### src/rtl/core/uart_tx_rx_ring_buffers_unit_macros.svh
// ---------------------------------------------------------------------------
// uart ring buffer assertion macros
// concurrent checks clocked on clk, held off while rst_n is low
// ---------------------------------------------------------------------------
`ifndef UART_TX_RX_RING_BUFFERS_UNIT_MACROS_SVH
`define UART_TX_RX_RING_BUFFERS_UNIT_MACROS_SVH

// condition implies consequence in the same cycle
`define URTB_ASSERT_NOW(name, ante, cons, msg) \
    name: assert property (@(posedge clk) disable iff (!rst_n) (ante) |-> (cons)) \
        else $error(msg);

// condition implies consequence in the next cycle
`define URTB_ASSERT_NEXT(name, ante, cons, msg) \
    name: assert property (@(posedge clk) disable iff (!rst_n) (ante) |=> (cons)) \
        else $error(msg);

`endif

### src/rtl/core/urtb_pkg.sv
// ---------------------------------------------------------------------------
// urtb_pkg
// shared types and constants of the uart transmit and receive ring buffers
// ---------------------------------------------------------------------------
package urtb_pkg;

    localparam int SEND_DEPTH = 32;
    localparam int RECV_DEPTH = 32;

    localparam int SEND_PW = (SEND_DEPTH > 1) ? $clog2(SEND_DEPTH) : 1;
    localparam int RECV_PW = (RECV_DEPTH > 1) ? $clog2(RECV_DEPTH) : 1;
    localparam int SEND_FW = $clog2(SEND_DEPTH + 1);
    localparam int RECV_FW = $clog2(RECV_DEPTH + 1);

    localparam int COUNT_W  = 6;
    localparam int IN_TDATA_W  = 8;
    localparam int IN_TUSER_W  = 2;
    localparam int OUT_TDATA_W = 32;

    typedef enum logic [1:0] {
        CMD_PUSH    = 2'd0,
        CMD_POP     = 2'd1,
        CMD_TX_DONE = 2'd2,
        CMD_RX_BYTE = 2'd3
    } cmd_t;

    typedef struct packed {
        logic take;
        logic load;
    } ctrl_cmd_t;

    // lowest field last so that accepted sits in bit 0
    typedef struct packed {
        logic               overrun;
        logic [7:0]         line_byte;
        logic               line_write;
        logic [COUNT_W-1:0] read_count;
        logic [7:0]         read_byte;
        logic               accepted;
    } result_t;

    localparam int RESULT_W = $bits(result_t);

endpackage

### src/rtl/core/urtb_ctrl.sv
// ---------------------------------------------------------------------------
// urtb_ctrl
// sequencer: takes one word, steps the datapath, holds the result until taken
// ---------------------------------------------------------------------------
module urtb_ctrl (
    input  logic                 clk,
    input  logic                 rst_n,
    input  logic                 in_valid,
    output logic                 in_ready,
    output logic                 out_valid,
    input  logic                 out_ready,
    output urtb_pkg::ctrl_cmd_t  cmd
);
    import urtb_pkg::*;

    typedef enum logic [2:0] {
        ST_IDLE = 3'b001,
        ST_EXEC = 3'b010,
        ST_OUT  = 3'b100
    } state_t;

    state_t state_reg;
    state_t state_next;

    always_comb
    begin
        state_next = state_reg;
        unique case (state_reg)
            ST_IDLE:
            begin
                if (in_valid)
                begin
                    state_next = ST_EXEC;
                end
            end
            ST_EXEC:
            begin
                state_next = ST_OUT;
            end
            ST_OUT:
            begin
                if (out_ready)
                begin
                    state_next = ST_IDLE;
                end
            end
            default:
            begin
                state_next = ST_IDLE;
            end
        endcase
    end

    always_ff @(posedge clk or negedge rst_n)
    begin
        if (!rst_n)
        begin
            state_reg <= ST_IDLE;
        end
        else
        begin
            state_reg <= state_next;
        end
    end

    assign in_ready  = (state_reg == ST_IDLE);
    assign out_valid = (state_reg == ST_OUT);
    assign cmd.take  = in_valid && (state_reg == ST_IDLE);
    assign cmd.load  = (state_reg == ST_EXEC);

endmodule

### src/rtl/core/urtb_dpath.sv
// ---------------------------------------------------------------------------
// urtb_dpath
// send and receive rings, line state, overrun flag and result register
// ---------------------------------------------------------------------------
`include "uart_tx_rx_ring_buffers_unit_macros.svh"

module urtb_dpath (
    input  logic                clk,
    input  logic                rst_n,
    input  urtb_pkg::ctrl_cmd_t cmd,
    input  logic [1:0]          in_cmd,
    input  logic [7:0]          in_data,
    output urtb_pkg::result_t   result
);
    import urtb_pkg::*;

    logic [7:0] send_mem [SEND_DEPTH];
    logic [7:0] recv_mem [RECV_DEPTH];

    logic [SEND_PW-1:0] send_head_reg, send_head_next;
    logic [SEND_PW-1:0] send_tail_reg, send_tail_next;
    logic [SEND_FW-1:0] send_fill_reg, send_fill_next;
    logic [RECV_PW-1:0] recv_head_reg, recv_head_next;
    logic [RECV_PW-1:0] recv_tail_reg, recv_tail_next;
    logic [RECV_FW-1:0] recv_fill_reg, recv_fill_next;
    logic               line_busy_reg, line_busy_next;
    logic               dropped_reg, dropped_next;

    logic               acc_reg, acc_next;
    logic               direct_reg, direct_next;
    logic               tx_hit_reg, tx_hit_next;
    logic               pop_hit_reg, pop_hit_next;
    logic [7:0]         byte_reg;
    logic [RECV_FW-1:0] count_reg;
    logic [7:0]         send_rd_reg;
    logic [7:0]         recv_rd_reg;
    result_t            result_reg;

    logic send_wr;
    logic recv_wr;
    cmd_t op;

    assign op = cmd_t'(in_cmd);

    always_comb
    begin
        send_head_next = send_head_reg;
        send_tail_next = send_tail_reg;
        send_fill_next = send_fill_reg;
        recv_head_next = recv_head_reg;
        recv_tail_next = recv_tail_reg;
        recv_fill_next = recv_fill_reg;
        line_busy_next = line_busy_reg;
        dropped_next   = dropped_reg;
        acc_next       = 1'b1;
        direct_next    = 1'b0;
        tx_hit_next    = 1'b0;
        pop_hit_next   = 1'b0;
        send_wr        = 1'b0;
        recv_wr        = 1'b0;
        if (cmd.take)
        begin
            unique case (op)
                CMD_PUSH:
                begin
                    if (!line_busy_reg)
                    begin
                        direct_next    = 1'b1;
                        line_busy_next = 1'b1;
                    end
                    else if (send_fill_reg >= SEND_FW'(SEND_DEPTH))
                    begin
                        acc_next = 1'b0;
                    end
                    else
                    begin
                        send_wr        = 1'b1;
                        send_tail_next = (send_tail_reg == SEND_PW'(SEND_DEPTH - 1)) ?
                                         '0 : send_tail_reg + 1'b1;
                        send_fill_next = send_fill_reg + 1'b1;
                    end
                end
                CMD_POP:
                begin
                    if (recv_fill_reg != '0)
                    begin
                        pop_hit_next   = 1'b1;
                        recv_head_next = (recv_head_reg == RECV_PW'(RECV_DEPTH - 1)) ?
                                         '0 : recv_head_reg + 1'b1;
                        recv_fill_next = recv_fill_reg - 1'b1;
                    end
                end
                CMD_TX_DONE:
                begin
                    if (send_fill_reg != '0)
                    begin
                        tx_hit_next    = 1'b1;
                        send_head_next = (send_head_reg == SEND_PW'(SEND_DEPTH - 1)) ?
                                         '0 : send_head_reg + 1'b1;
                        send_fill_next = send_fill_reg - 1'b1;
                    end
                    else
                    begin
                        line_busy_next = 1'b0;
                    end
                end
                CMD_RX_BYTE:
                begin
                    if (recv_fill_reg < RECV_FW'(RECV_DEPTH))
                    begin
                        recv_wr        = 1'b1;
                        recv_tail_next = (recv_tail_reg == RECV_PW'(RECV_DEPTH - 1)) ?
                                         '0 : recv_tail_reg + 1'b1;
                        recv_fill_next = recv_fill_reg + 1'b1;
                    end
                    else
                    begin
                        dropped_next = 1'b1;
                    end
                end
                default:
                begin
                    acc_next = 1'b1;
                end
            endcase
        end
    end

    always_ff @(posedge clk or negedge rst_n)
    begin
        if (!rst_n)
        begin
            send_head_reg <= '0;
            send_tail_reg <= '0;
            send_fill_reg <= '0;
            recv_head_reg <= '0;
            recv_tail_reg <= '0;
            recv_fill_reg <= '0;
            line_busy_reg <= 1'b0;
            dropped_reg   <= 1'b0;
        end
        else
        begin
            send_head_reg <= send_head_next;
            send_tail_reg <= send_tail_next;
            send_fill_reg <= send_fill_next;
            recv_head_reg <= recv_head_next;
            recv_tail_reg <= recv_tail_next;
            recv_fill_reg <= recv_fill_next;
            line_busy_reg <= line_busy_next;
            dropped_reg   <= dropped_next;
        end
    end

    // ring storage, registered read at the head
    always_ff @(posedge clk)
    begin
        if (send_wr)
        begin
            send_mem[send_tail_reg] <= in_data;
        end
        if (cmd.take)
        begin
            send_rd_reg <= send_mem[send_head_reg];
        end
    end

    always_ff @(posedge clk)
    begin
        if (recv_wr)
        begin
            recv_mem[recv_tail_reg] <= in_data;
        end
        if (cmd.take)
        begin
            recv_rd_reg <= recv_mem[recv_head_reg];
        end
    end

    // per-word decision flags
    always_ff @(posedge clk)
    begin
        if (cmd.take)
        begin
            acc_reg     <= acc_next;
            direct_reg  <= direct_next;
            tx_hit_reg  <= tx_hit_next;
            pop_hit_reg <= pop_hit_next;
            byte_reg    <= in_data;
            count_reg   <= recv_fill_reg;
        end
    end

    always_ff @(posedge clk)
    begin
        if (cmd.load)
        begin
            result_reg.accepted   <= acc_reg;
            result_reg.read_byte  <= pop_hit_reg ? recv_rd_reg : 8'd0;
            result_reg.read_count <= pop_hit_reg ? COUNT_W'(count_reg) : '0;
            result_reg.line_write <= direct_reg | tx_hit_reg;
            result_reg.line_byte  <= direct_reg ? byte_reg :
                                     (tx_hit_reg ? send_rd_reg : 8'd0);
            result_reg.overrun    <= dropped_reg;
        end
    end

    assign result = result_reg;

    `URTB_ASSERT_NOW(a_send_fill_range, 1'b1, send_fill_reg <= SEND_FW'(SEND_DEPTH), "send fill beyond depth")
    `URTB_ASSERT_NOW(a_recv_fill_range, 1'b1, recv_fill_reg <= RECV_FW'(RECV_DEPTH), "recv fill beyond depth")
    `URTB_ASSERT_NOW(a_queue_needs_busy, send_fill_reg != '0, line_busy_reg, "send queue holds bytes while line idle")
    `URTB_ASSERT_NEXT(a_overrun_sticky, dropped_reg, dropped_reg, "overrun flag cleared")

endmodule

### src/rtl/core/uart_tx_rx_ring_buffers_unit.sv
// ---------------------------------------------------------------------------
// uart_tx_rx_ring_buffers_unit
// transmit and receive byte rings of an interrupt-driven serial port
// ---------------------------------------------------------------------------
// channel   dir  tuser      tdata
// s_axis    in   cmd[1:0]   data[7:0]
// m_axis    out  -          accepted, read_byte, read_count, line_write,
//                           line_byte, overrun
//
// each word is accepted with its ring read into the read register, then the
// result register is loaded; the next word is taken once the result is taken
// ring reads go through one registered read port per ring
// rst_n clears pointers, fill counts, line busy and overrun; ring contents
// are not cleared
// a stalled m_axis holds the result and keeps s_axis_tready low
// ---------------------------------------------------------------------------
module uart_tx_rx_ring_buffers_unit (
    input  logic                                clk,
    input  logic                                rst_n,
    input  logic                                s_axis_tvalid,
    output logic                                s_axis_tready,
    input  logic [urtb_pkg::IN_TDATA_W-1:0]     s_axis_tdata,  // data[7:0]
    input  logic [urtb_pkg::IN_TUSER_W-1:0]     s_axis_tuser,  // cmd[1:0]
    output logic                                m_axis_tvalid,
    input  logic                                m_axis_tready,
    // accepted[0], read_byte[8:1], read_count[14:9], line_write[15],
    // line_byte[23:16], overrun[24], zeros above
    output logic [urtb_pkg::OUT_TDATA_W-1:0]    m_axis_tdata
);
    import urtb_pkg::*;

    ctrl_cmd_t ctrl_cmd;
    result_t   result;

    urtb_ctrl u_ctrl (
        .clk       (clk),
        .rst_n     (rst_n),
        .in_valid  (s_axis_tvalid),
        .in_ready  (s_axis_tready),
        .out_valid (m_axis_tvalid),
        .out_ready (m_axis_tready),
        .cmd       (ctrl_cmd)
    );

    urtb_dpath u_dpath (
        .clk     (clk),
        .rst_n   (rst_n),
        .cmd     (ctrl_cmd),
        .in_cmd  (s_axis_tuser),
        .in_data (s_axis_tdata),
        .result  (result)
    );

    assign m_axis_tdata = {{(OUT_TDATA_W - RESULT_W){1'b0}}, result};

endmodule
### config.mk
export PLATFORM = sky130hd
export DESIGN_NAME = uart_tx_rx_ring_buffers_unit
export DESIGN_NICKNAME = d
export VERILOG_FILES = /design/src/rtl/core/urtb_pkg.sv /design/src/rtl/core/urtb_ctrl.sv /design/src/rtl/core/urtb_dpath.sv /design/src/rtl/core/uart_tx_rx_ring_buffers_unit.sv
export VERILOG_INCLUDE_DIRS = /design/src /design/src/rtl/core
export SDC_FILE = /design/constraint.sdc
export NUM_CORES = 1
export LEC_CHECK = 0
export ABC_AREA = 0
export BUFFER_PORTS_ARGS = -buffer_cell sky130_fd_sc_hd__buf_2
export CORE_ASPECT_RATIO = 1.2
export CORE_MARGIN = 5
export CORE_UTILIZATION = 55
export CTS_BUF_LIST = sky130_fd_sc_hd__clkbuf_4 sky130_fd_sc_hd__clkbuf_8
export DETAILED_ROUTE_END_ITERATION = 8
export GPL_ROUTABILITY_DRIVEN = 0
export GPL_TIMING_DRIVEN = 0
export PLACE_DENSITY = 0.74
export SETUP_SLACK_MARGIN = 0.4
export SYNTH_ARGS = -nofsm -noshare
export SYNTH_HDL_FRONTEND = slang
export SYNTH_SLANG_ARGS = --single-unit
### constraint.sdc
create_clock -name clk -period 8.1 [get_ports clk]
set_clock_uncertainty 0.2 [all_clocks]
set_input_delay 0.405 -clock clk [delete_from_list [all_inputs] [get_ports clk]]
set_output_delay 0.405 -clock clk [all_outputs]
set_load 0.1 [all_outputs]
## Word-level counts from Yosys, hierarchy flattened

Memories as Yosys holds them, arrays and structs flattened. A register that Yosys moved wholly into a read port is not among the register bits.
Index checks and enable logic that the tools add are counted.

- Register bits after elaboration: 80
- Output and inout port bits: 34
- Memories: 2
- Word-level logic and storage cells: 102
- Bits of input ports: 14
- RAM bits: 512

Memory list:

| name | depth | bits a word | read ports | clocked after Yosys merged registers in | wr ports | RTL line | RTL |
|---|---|---|---|---|---|---|---|
| u_dpath.recv_mem | 32 | 8 | 1 | 1 | 1 | urtb_dpath.sv:18 | `logic [7:0] recv_mem [RECV_DEPTH];` |
| u_dpath.send_mem | 32 | 8 | 1 | 1 | 1 | urtb_dpath.sv:17 | `logic [7:0] send_mem [SEND_DEPTH];` |

- Multiplexer cells: 32
- Magnitude comparators: 2
- Reductions and logical operators: 16
- Bitwise gates (word level): 3
- Equality and inequality tests: 18
- Add/sub/neg operators: 8

Operators by type and width:

| kind | number |
|---|---|
| $mux 6 | 5 |
| $pmux 6 s2 | 2 |
| $add 5x1->5 const B | 4 |
| $eq 5x5->1 const B | 4 |
| $mux 5 | 4 |
| $mux 8 | 2 |
| $mux 1 | 15 |
| $reduce_and 3->1 | 5 |
| $add 6x1->6 const B | 2 |
| $reduce_bool 6->1 | 2 |
| $sub 6x1->6 const B | 2 |
| $ne 2x1->1 const B | 5 |
| $pmux 3 s3 | 1 |
| $reduce_and 4->1 | 2 |
| $ge 6x6->1 const B | 1 |
| $lt 6x6->1 const B | 1 |
| $mux 3 | 2 |
| $ne 2x2->1 const B | 3 |
| $reduce_and 5->1 | 1 |
| $eq 2x2->1 const B | 2 |
| $reduce_and 2->1 | 2 |
| $reduce_bool 2->1 | 2 |
| $eq 3x1->1 const B | 1 |
| $eq 3x2->1 const B | 1 |
| 7 further kinds | 8 |

## Depth between registers and ports, before layout

Gate-level depths: netlist of run 1.

- Word-level depth: 7
- Mapped depth: 9

## Cells and area by module

From an unflattened synthesis of run 1, not the netlist that was laid out.

- Cell total of the unflattened synthesis: 1338
- Area total of the unflattened synthesis: 24225.7 um^2

By module, submodules not included:

| module | cells an instance | area each (um^2) | times used |
|---|---|---|---|
| urtb_dpath | 1318 | 24013.0 | 1 |
| urtb_ctrl | 12 | 156.4 | 1 |
| uart_tx_rx_ring_buffers_unit | 8 | 56.3 | 1 |

## Worst setup path before layout of run 1

No wires, ideal clock.

- Path kind: reg2out
- Start: register u_ctrl.state_reg[0]
- End: output s_axis_tready
- Path slack: 4.755 ns
- Cell stages (with the launch flop): 2
- Arrival: 2.740 ns
- Path through: dfstp_2 > nor3b_1

- Cells in the longest elaborated chain, start to end: 1

Ends and longest elaborated chain:

| element | RTL line | RTL |
|---|---|---|
| start, declared | urtb_ctrl.sv:22 | `state_t state_reg;` |
| start signal, assigned | urtb_ctrl.sv:62 | `state_reg <= state_next;` |
| $eq 3x1->1 | urtb_ctrl.sv:66 | `assign in_ready = (state_reg == ST_IDLE);` |
| end, declared | uart_tx_rx_ring_buffers_unit.sv:21 | `output logic s_axis_tready,` |

No other way between the ends.

## Worst setup path in the final report of run 1

- Start: register u_ctrl.state_reg[0]
- End: memory u_dpath.recv_mem[20][7] (enable)

- Cells in the longest elaborated chain, start to end: 5

Ends and longest elaborated chain:

| element | RTL line | RTL |
|---|---|---|
| $eq 3x1->1 | urtb_ctrl.sv:68 | `assign cmd.take = in_valid && (state_reg == ST_IDLE);` |
| $logic_and 1x1->1 | urtb_ctrl.sv:68 |  |
| $mux 1 | urtb_dpath.sv:61 | `if (cmd.take)` |
| $mux 1 | urtb_dpath.sv:170 | `if (recv_wr)` |
| $mux 1 (not written as such) | urtb_dpath.sv:172 | `recv_mem[recv_tail_reg] <= in_data;` |
| end, declared | urtb_dpath.sv:18 |  |

No other way between the ends.

==> reports/results.ini, run 1 <==
[sta]
clock.fmax_ghz=0.240
fin_tns_setup_ns=0
fin_crit_sh=0.514
hold_violations=0
slew_headroom=0.0728
rsz0062_at_grt=false
layout_min_cycle_time_ns=4.16
postLayoutSetupSlackWorst_ns=3.94
worst_pin_slew_ns=1.39
slew_viol_final=0
finalSetupViolations=0

[grt]
grt_overflow=0
met3_usage=0.0395
grt_pass1_vias=12493
grtUsageMet1=0.249
gr-usage-all-layers=0.202
grtUsageMet2=0.351
antenna_found_initial=0
grt_pass1_wl_mm=73.7
grt_max_degree=66
busiest_layer=met2

[synth]
ys_warn_count=0
syn-cell-area_sq_um=24000
syn_inst=1304
yosysUniqueCellTypes=52
synth-seq-cells=608
synth_top_area_share=0.714
ys.flop_type=edfxtp_1
syn_avg_cell_area_sq_um=18.4
synth-seq-area-share=0.752
synth-async-reset-ratio=0.0609
yosysTopAreaCell=edfxtp_1
synth.area.top_cells=edfxtp_1 (71%), mux4_2 (7.5%), mux2i_1 (5.3%), dfrtp_1 (3.7%), a22oi_1 (1.7%)
synth_edf_count=571

[die]
fp.coreArea_sq_um=43500
dieArea_sq_um=48000
start_util=0.552
rows=84
chipHeight_um=239
die_w_um=201
io_pins=48

[critical_path]
crit_path_start_kind=flip-flop
path_max_fanout=43
critPathArrivalTime_ns=4.22
slowest_stage=nor2_1
critPathCaptureType=flip-flop
cp_common_cell=buf_2
worst_ep_required_time_ns=8.16
timing_worst_setup_path_type=flip-flop to flip-flop
crit_buf_inv=2
cpPeakStageDelay_ns=0.78
cp_top_family=simple AND/OR/NAND/NOR gates
crit_chain=nor4bb_1 -> buf_2 -> nor3b_1 -> buf_2 -> nand2_1 -> nor2_1

[finish]
fin_nets=1479
multi_input_area_sq_um=5590
antenna_cells=0
nFillCells=3078
fin_util=0.618
regArea_sq_um=18100
fin_area_sq_um=26900
final_common_cell=edfxtp_1
drive_gt1_frac=0.204
final_cell_mix=edfxtp_1 (571), mux2i_1 (128), clkbuf_8 (99), nor2_1 (84), mux4_2 (80)
syn2layout_area_growth_pct=11.9

[routing]
drc_errors=0
ant_nets=0
dr.first_iter.drc_count=1018
finalWirelength_mm=48.4
first_pass_iters=5
routed_via_density=5.87
vias=12235
wire_per_inst_um=23.2

[pwr]
cellLeakagePower_nw=8.94
p_total_mw=8.18
vdd_drop_max_v=0.000208
powerDensity_nw_per_um2=304

[clocking]
cts_buffers=91
clkTransAtPathRegs_ns=0.06
cts.sinks=608
tritoncts=done
cts.path.max_buffers=3
clockRootBuffer=clkbuf_8
clock_latency_ns=0.65
postCtsSetupBuffers=0
h-tree-depth=3

[flow_run]
cap_violations=0

[placed_design]
dpl.hpwl_mm=30.6
portBuffers=40
post_dp_cell_area_sq_um=25000
pre_cts_slack_ns=3.87

[hold_path]
hp-class=input port to flip-flop

[outcome]
status=completed

-- worst paths after layout --
path                                                        end                                 start  cells after the start  slack [ns]
max reg2reg                   u_dpath.recv_mem[20][7]$_DFFE_PP_       u_ctrl.state_reg[0]$_DFFE_PN1P_                      6        3.94
min                           u_dpath.line_busy_reg$_DFFE_PN0P_                       s_axis_tuser[1]                      3        0.15
min in group asynchronous  u_dpath.send_fill_reg[2]$_DFFE_PN0P_                                 rst_n                      2        0.29
max                           u_dpath.recv_mem[20][7]$_DFFE_PP_       u_ctrl.state_reg[0]$_DFFE_PN1P_                      6        3.94
max in group asynchronous  u_dpath.recv_tail_reg[0]$_DFFE_PN0P_                                 rst_n                      2        6.76
min reg2reg                      u_dpath.count_reg[5]$_DFFE_PN_  u_dpath.recv_fill_reg[5]$_DFFE_PN0P_                      0        0.25
-- cell families after synthesis --
| kind of cell | Yosys count | synth area share |
|---|---|---|
| AOI/OAI and AO/OA | 113 | 0.0328 |
| xor gates and xnor gates | 14 | 0.00510 |
| adders and majority gates | 17 | 0.00885 |
| buffers and inverters | 85 | 0.0161 |
| DFF | 608 | 0.752 |
| muxes | 222 | 0.135 |
| other | 1 | 0.000156 |
| and+or+nand+nor | 244 | 0.0499 |
-- layout make-up --
type / count / share of cell area
plain buffers: 77 / 0.0133
clock buffers: 127 / 0.0585
clock inverters: 43 / 0.0114
inverters: 8 / 0.00112
multi-input cells: 617 / 0.208
flip-flops and latches: 608 / 0.672
well taps: 559 / 0.0260
repair buffers: 45 / 0.00949
-- per-layer routing --
layer	vias up	routed length [um]
met5	-	0
met4	0	2080
met3	123	2570
met2	428	24900
met1	6185	18800
li1	5499	-
-- synth_stat cells, types with 3 or more instances --
cell	number
buf_1	10
buf_6	4
nor3b_1	4
nand4_1	12
xor2_1	8
nand2_1	38
dfrtp_1	36
mux4_2	80
and3_1	4
edfxtp_1	571
inv_1	8
nand3b_1	7
a21oi_1	23
nor2b_1	5
ha_1	17
mux2_2	13
or3_1	5
nand2b_1	4
xnor2_1	6
o21ai_0	13
clkbuf_1	47
a22o_1	7
and2_1	17
a22oi_1	56
or4_1	4
buf_4	7
or2_2	3
nor2_1	85
buf_2	9
nand3_1	41
nor3_1	7
mux2i_1	128
-- tightest hold or removal path: cells and delay by family --
family / cells / cell delay, ns
buffers and inverters: 2 / 0.32
AOI/OAI and AO/OA: 1 / 0.22
-- through the flow --
step,hold slack (ns),cells
finish,0.150,2084
global route,0.189,2084
CTS,0.118,2084
detailed placement,0.231,1910
global placement,0.231,1909
floorplan,-0.0906,1310
-- power breakdown --
part	internal, mW	switching, mW
Clock	1.39	1.14
Sequential	3.65	0.107
Combinational	0.734	1.15
-- what timing repair did --
item                                   CTS  global route
endpoints found under the hold margin   41             0
gates resized for setup                  0             0
hold buffers                             4             0
(Power assumes the default switching activity.)
==> run 2, diff against run 1 <==
--- a/config.mk
+++ b/config.mk
@@ -6,7 +6,7 @@
 export SDC_FILE = /design/constraint.sdc
 export NUM_CORES = 1
 export LEC_CHECK = 0
-export ABC_AREA = 0
+export ABC_AREA = 1
 export BUFFER_PORTS_ARGS = -buffer_cell sky130_fd_sc_hd__buf_2
 export CORE_ASPECT_RATIO = 1.2
 export CORE_MARGIN = 5
==> constraint.sdc (replaced) <==
create_clock -name clk -period 4.25 [get_ports clk]
set_clock_uncertainty 0.2 [all_clocks]
set_input_delay 0.2125 -clock clk [delete_from_list [all_inputs] [get_ports clk]]
set_output_delay 0.2125 -clock clk [all_outputs]
set_load 0.1 [all_outputs]
==> run 2 against run 1 <==
Maximum frequency up 18%. Clock power up 93%. Routed wire length up 31%. Largest power group unchanged.
==> reports/results.ini, run 2 <==
[die]
fp.coreArea_sq_um=46700  ; was 43500 sq um
rows=87  ; was 84
io_pins=48  ; unchanged
die_w_um=208  ; was 201 um
dieArea_sq_um=51400  ; was 48000 sq um
chipHeight_um=247  ; was 239 um
start_util=0.553  ; was 0.552

[finish]
fin_nets=2480  ; was 1479
final_cell_mix=edfxtp_1 (571), nand2_1 (483), nor2_1 (451), o21ai_0 (199), inv_1 (136)  ; was edfxtp_1 (571), mux2i_1 (128), clkbuf_8 (99), nor2_1 (84), mux4_2 (80)
drive_gt1_frac=0.131  ; was 0.204
syn2layout_area_growth_pct=11.8  ; was 11.9%
fin_util=0.618  ; about the same
final_common_cell=edfxtp_1  ; unchanged

[clocking]
post_cts_resized=0  ; unchanged
postCtsSetupBuffers=0  ; unchanged
clock_latency_ns=0.69  ; was 0.65 ns
cts_buffers=91  ; unchanged
h-tree-depth=3  ; unchanged
clockRootBuffer=clkbuf_8  ; unchanged
tritoncts=done  ; unchanged
clkTransAtPathRegs_ns=0.06  ; about the same
cts.path.max_buffers=3  ; unchanged
cts.sinks=608  ; unchanged

[critical_path]
critPathCaptureType=flip-flop  ; unchanged
crit_path_start_kind=flip-flop  ; unchanged
critPathArrivalTime_ns=3.59  ; was 4.22 ns
path_max_fanout=41  ; was 43
reg2reg_from=u_ctrl.state_reg[0]$_DFFE_PN1P_  ; unchanged
timing_worst_setup_path_type=flip-flop to flip-flop  ; unchanged
r2r_setup_slack_ns=0.74  ; was 3.94 ns
r2r-end=u_dpath.recv_mem[22][4]$_DFFE_PP_  ; was u_dpath.recv_mem[20][7]$_DFFE_PP_
reg2regPathDepth=7  ; was 6
worst_ep_required_time_ns=4.33  ; was 8.16 ns

[grt]
grt_max_degree=66  ; unchanged
grt_overflow=0  ; unchanged
grt_pass1_wl_mm=96.8  ; was 73.7 mm
grt_pass1_vias=17374  ; was 12493
antenna_found_initial=0  ; unchanged
gr-usage-all-layers=0.246  ; was 0.202

[hold_path]
whs_endpoint=u_dpath.send_mem[8][5]$_DFFE_PP_  ; was u_dpath.line_busy_reg$_DFFE_PN0P_
hold_depth=1  ; was 3
hold_path.startpoint=s_axis_tdata[5]  ; was s_axis_tuser[1]
hp-class=input port to flip-flop  ; unchanged

[pwr]
vdd_drop_max_v=0.000352  ; was 0.000208 V
p_total_mw=19.0  ; was 8.18 mW
powerDensity_nw_per_um2=659  ; was 304 nW/um^2
cellLeakagePower_nw=11.0  ; was 8.94 nW

[routing]
drc_errors=0  ; unchanged
routed_via_density=5.53  ; was 5.87
wire_per_inst_um=20.2  ; was 23.2 um
first_pass_iters=8  ; was 5
dr.first_iter.drc_count=1440  ; was 1018
ant_nets=0  ; unchanged
vias=17425  ; was 12235
finalWirelength_mm=63.5  ; was 48.4 mm

[synth]
synthAdderAreaFrac=0.00824  ; was 0.00885
yosys.area_share.simple=0.172  ; was 0.0499
synth-seq-cells=608  ; unchanged
muxShareOfSynthArea=0  ; was 0.135
synth_top_family_by_area=simple AND/OR/NAND/NOR gates  ; was multiplexers
synth_commonest_cells=edfxtp_1 (571), nand2_1 (483), nor2_1 (451)  ; was edfxtp_1 (571), mux2i_1 (128), nor2_1 (85)
ys_warn_count=0  ; unchanged
yosysTopAreaCell=edfxtp_1  ; unchanged
synth-xor-area-share=0.00204  ; was 0.00510
syn_avg_cell_area_sq_um=11.2  ; was 18.4 sq um
syn_inst=2297  ; was 1304
synth_compound_area_frac=0.0700  ; was 0.0328
ys.flop_type=edfxtp_1  ; unchanged
synth_edf_count=571  ; unchanged
yosysMostFrequentCell=edfxtp_1  ; unchanged
syn-cell-area_sq_um=25800  ; was 24000 sq um
yosysUniqueCellTypes=39  ; was 52
synth.area.top_cells=edfxtp_1 (66%), nand2_1 (7.0%), nor2_1 (6.6%), o21ai_0 (3.9%), dfrtp_1 (3.5%)  ; was edfxtp_1 (71%), mux4_2 (7.5%), mux2i_1 (5.3%), dfrtp_1 (3.7%), a22oi_1 (1.7%)
synth-seq-area-share=0.700  ; was 0.752
synth-async-reset-ratio=0.0609  ; unchanged
synth_top_area_share=0.664  ; was 0.714

[placed_design]
dpl.hpwl_mm=40.9  ; was 30.6 mm
portBuffers=38  ; was 40
pre_cts_slack_ns=0.798  ; was 3.87 ns

[sta]
slew_headroom=0.0522  ; was 0.0728
hold_violations=0  ; unchanged
fin_tns_setup_ns=0  ; unchanged
worst_pin_slew_ns=1.42  ; was 1.39 ns
slew_viol_final=0  ; unchanged
finalSetupViolations=0  ; unchanged
clock.fmax_ghz=0.285  ; was 0.240 GHz
whs_ns=0.00556  ; was 0.150 ns
fin_crit_sh=0.827  ; was 0.514
layout_min_cycle_time_ns=3.51  ; was 4.16 ns
rsz0062_at_grt=false  ; unchanged
postLayoutSetupSlackWorst_ns=0.736  ; was 3.94 ns

[outcome]
status=completed  ; unchanged

[flow_run]
cap_violations=0  ; unchanged

-- run 2: changes by cell type in the layout (fill, tap and decap cells not counted), sizes merged, moves of 57 or more --
cell    delta
o211ai    +57
o21ai    +209
inv      +138
mux2i    -128
nand2    +452
nand3     +93
nor2     +374
mux4      -80
-- run 2: cell families after synthesis --
| group | Yosys count |
|---|---|
| adders and majority gates | 17 |
| DFF | 608 |
| buffers and inverters | 266 |
| AOI/OAI and AO/OA | 299 |
| other | 1 |
| and+or+nand+nor | 1100 |
| xor gates and xnor gates | 6 |
-- run 2: worst max-delay path by stage --
stage	from	endpoint	cells after the start
after floorplan	u_ctrl.state_reg[1]$_DFFE_PN0P_	u_ctrl.state_reg[0]$_DFFE_PN1P_	5
final	u_ctrl.state_reg[0]$_DFFE_PN1P_	u_dpath.recv_mem[22][4]$_DFFE_PP_	7
after global placement	u_ctrl.state_reg[0]$_DFFE_PN1P_	u_dpath.recv_mem[23][7]$_DFFE_PP_	6
after global routing	u_ctrl.state_reg[0]$_DFFE_PN1P_	u_dpath.send_mem[3][7]$_DFFE_PP_	7
after detailed placement	u_ctrl.state_reg[0]$_DFFE_PN1P_	u_dpath.recv_mem[22][7]$_DFFE_PP_	7
after CTS	u_ctrl.state_reg[0]$_DFFE_PN1P_	u_dpath.send_mem[3][7]$_DFFE_PP_	7
-- run 2: repair_timing --
action / in CTS / in global routing
hold endpoints to repair: 186 / 29
endpoints found under the setup margin: 0 / 0
hold buffers: 11 / 2
-- run 2: power breakdown --
group / leakage, nW / switching (mW) / internal, mW
Sequential: 5.59 / 0.239 / 7.03
Combinational: 4.42 / 4.94 / 1.93
Clock: 0.992 / 2.26 / 2.61
-- run 2: critical path, cell delays in order (launching register included) --
cell and delay (ns):
dfstp_2 0.58, nand3_4 0.13, nor2_8 0.54, inv_2 0.16, nor2_4 0.19, buf_4 0.21, nand2_4 0.13, nor2_1 0.95
-- run 2: final cells by class --
cell class                      instances  area (sq um)
Antenna cell                            1          2.50
Fill cell                            3590         17800
Clock inverter                         41           290
Timing Repair Buffer                   53           358
Sequential cell                       608         18100
Clock buffer                          128          1590
Tap cell                              623           779
Buffer                                120           681
Inverter                              146           548
Multi-Input combinational cell       1429          6540
-- run 2: per-layer routing --
layer | vias to the layer above | wire, um | global-route usage
met4 | 0 | 3560 | 0.137
met3 | 200 | 4830 | 0.0421
met5 | - | 0 | 0
met2 | 871 | 32100 | 0.436
met1 | 8222 | 22900 | 0.286
li1 | 8132 | - | -
-- run 2: through the flow --
step | instance area, sq um | cells
finish | 28900 | 3149
floorplan | 25800 | 2303
detailed placement | 26800 | 2966
CTS | 28800 | 3146
global route | 28900 | 3148
global placement | 26800 | 2964
==> run 3, diff against run 2 <==
==> constraint.sdc (replaced) <==
create_clock -name clk -period 3.5 [get_ports clk]
set_clock_uncertainty 0.2 [all_clocks]
set_input_delay 0.175 -clock clk [delete_from_list [all_inputs] [get_ports clk]]
set_output_delay 0.175 -clock clk [all_outputs]
set_load 0.1 [all_outputs]
==> run 3 against run 2 <==
The run now ends with design-rule violations left. Global-route usage is 0.12 points higher. Sequential cell count stayed put. Hold slack better by 0.10 ns. Via count hardly changed. Non-clock buffer count is 4 higher. Register-to-register slack worse by 0.36 ns. Total power is 22% higher. Largest power group unchanged.
==> reports/results.ini, run 3 (synthesis results as in run 2) <==
[outcome]
status=finished, violations left  ; was completed
violations=design-rule violations

[die]
die_w_um=208  ; unchanged
rows=87  ; unchanged
chipHeight_um=247  ; unchanged
fp.coreArea_sq_um=46700  ; unchanged
dieArea_sq_um=51400  ; unchanged
start_util=0.553  ; unchanged
io_pins=48  ; unchanged

[clocking]
tritoncts=done  ; unchanged
cts.sinks=608  ; unchanged
clkTransAtPathRegs_ns=0.06  ; about the same
clockRootBuffer=clkbuf_8  ; unchanged
clock_latency_ns=0.69  ; about the same
h-tree-depth=3  ; unchanged
cts_buffers=91  ; unchanged
cts.path.max_buffers=3  ; unchanged

[placed_design]
post_dp_cell_area_sq_um=26800  ; unchanged
placed_cells=2966  ; unchanged
portBuffers=38  ; unchanged
dpl.hpwl_mm=40.9  ; unchanged
pre_cts_slack_ns=0.0481  ; was 0.798 ns

[grt]
grt_pass1_wl_mm=97.4  ; was 96.8 mm
grt_overflow=0  ; unchanged
grt_max_degree=66  ; unchanged
grt_pass1_vias=17433  ; was 17374
antenna_found_initial=0  ; unchanged
gr-usage-all-layers=0.247  ; was 0.246

[critical_path]
path_max_fanout=21  ; was 41
cpPeakStageDelay_ns=0.73  ; was 0.95 ns
cp_top_family=simple AND/OR/NAND/NOR gates  ; unchanged
crit_buf_inv=1  ; was 2
reg2regPathDepth=6  ; was 7
worst_ep_required_time_ns=3.61  ; was 4.33 ns
timing_worst_setup_path_type=flip-flop to flip-flop  ; unchanged
crit_start=u_ctrl.state_reg[0]$_DFFE_PN1P_  ; unchanged
worst-path-stages=6  ; was 7
reg2reg_from=u_ctrl.state_reg[0]$_DFFE_PN1P_  ; unchanged
critPathArrivalTime_ns=3.24  ; was 3.59 ns
r2r_setup_slack_ns=0.37  ; was 0.74 ns
critPathCaptureType=flip-flop  ; unchanged
slowest_stage=nor2_1  ; unchanged
crit_path_start_kind=flip-flop  ; unchanged
crit_chain=nand3_4 -> nor2_8 -> inv_2 -> nor2_4 -> nand2_1 -> nor2_1  ; was nand3_4 -> nor2_8 -> inv_2 -> nor2_4 -> buf_4 -> nand2_4 -> nor2_1

[sta]
worst_pin_slew_ns=1.40  ; was 1.42 ns
layout_min_cycle_time_ns=3.13  ; was 3.51 ns
fin_tns_setup_ns=0  ; unchanged
slew_headroom=0.0635  ; was 0.0522
slew_viol_final=0  ; unchanged
hold_violations=0  ; unchanged
finalSetupViolations=0  ; unchanged
clock.fmax_ghz=0.320  ; was 0.285 GHz
postLayoutSetupSlackWorst_ns=0.373  ; was 0.736 ns
fin_crit_sh=0.893  ; was 0.827
rsz0062_at_grt=true  ; was false

[flow_run]
cap_violations=0  ; unchanged

[routing]
wire_per_inst_um=20.2  ; about the same
finalWirelength_mm=63.8  ; was 63.5 mm
first_pass_iters=7  ; was 8
drc_errors=2  ; was 0
routed_via_density=5.53  ; about the same
dr.first_iter.drc_count=1545  ; was 1440
vias=17438  ; was 17425
ant_nets=0  ; unchanged

[pwr]
powerDensity_nw_per_um2=798  ; was 659 nW/um^2
vdd_drop_max_v=0.000424  ; was 0.000352 V
cellLeakagePower_nw=11.0  ; about the same

[hold_path]
hold_depth=5  ; was 1
hp-class=input port to flip-flop  ; unchanged
hold_path.startpoint=m_axis_tready  ; was s_axis_tdata[5]

[finish]
multi_input_area_sq_um=6650  ; was 6540 sq um
fin_util=0.621  ; was 0.618
final_cell_mix=edfxtp_1 (571), nand2_1 (483), nor2_1 (423), o21ai_0 (199), inv_1 (136)  ; was edfxtp_1 (571), nand2_1 (483), nor2_1 (451), o21ai_0 (199), inv_1 (136)
drive_gt1_frac=0.143  ; was 0.131
fin_area_sq_um=29000  ; was 28900 sq um
final_common_cell=edfxtp_1  ; unchanged
fin_cells=3154  ; was 3149
syn2layout_area_growth_pct=12.4  ; was 11.8%
regArea_sq_um=18100  ; unchanged
fin_nets=2485  ; was 2480
nFillCells=3573  ; was 3590

## run 3: changes by cell type in the layout (fill, tap and decap cells not counted)
cell / previous run / this run
dlygate4sd3_1: 13 / 16
nor2_4: 4 / 7
nor2_2: 3 / 29
nor2_1: 451 / 423
buf_12: 0 / 1
nor3_2: 3 / 6
nor3_1: 8 / 5
## run 3: per-layer routing
layer / share of wire / routed length [um] / vias to the layer above / track usage
li1: - / - / 8143 / -
met1: 0.36 / 23200 / 8232 / 0.289
met2: 0.50 / 32200 / 856 / 0.434
met3: 0.075 / 4770 / 207 / 0.0405
met4: 0.058 / 3690 / 0 / 0.143
met5: 0 / 0 / - / 0
## run 3: layout make-up
class | instances | share of cell area
clock buffer | 128 | 0.0547
tap | 623 | 0.0269
timing repair buffer | 57 | 0.0141
multi-input combinational | 1430 | 0.229
buffer | 120 | 0.0235
clock inverter | 41 | 0.0100
antenna | 1 | 0.0000862
sequential | 608 | 0.623
inverter | 146 | 0.0189
## run 3: power by group
| group | leakage, nW | switching [mW] | internal (mW) | total (mW) |
|---|---|---|---|---|
| clock network | 0.992 | 2.75 | 3.17 | 5.92 |
| logic | 4.44 | 6.04 | 2.36 | 8.40 |
| registers | 5.59 | 0.291 | 8.53 | 8.83 |
## run 3: worst paths after layout
check	to
min reg2reg	u_dpath.result[0]$_DFFE_PP_
min	u_ctrl.state_reg[2]$_DFFE_PN0P_
max in group asynchronous	u_dpath.recv_fill_reg[5]$_DFFE_PN0P_
min in group asynchronous	u_ctrl.state_reg[0]$_DFFE_PN1P_
max reg2reg	u_dpath.recv_mem[28][7]$_DFFE_PP_
max	u_dpath.recv_mem[28][7]$_DFFE_PP_
## run 3: worst reg2reg max path: cells and delay by family, from the launching register on
kind | cells | cell delay, ns
simple gates | 5 | 1.83
flops | 1 | 0.58
buf+inv | 1 | 0.15
## run 3: through the flow
| stage | power [mW] | hold WS (ns) |
|---|---|---|
| after CTS | 23.0 | 0.0744 |
| after detailed placement | 17.1 | 0.157 |
| final | 23.1 | 0.107 |
| after floorplan | 14.4 | -0.321 |
| after global routing | 24.3 | 0.128 |
| after global placement | 16.9 | 0.149 |
## run 3: timing repair
item | in CTS | in global routing
hold buffers | 14 | 3
pin swaps | 1 | 0
cloned | 1 | 0
resized for setup | 10 | 23
endpoints found under the setup margin | 395 | 204
setup buffers | 0 | 0
hold endpoints to repair | 289 | 173
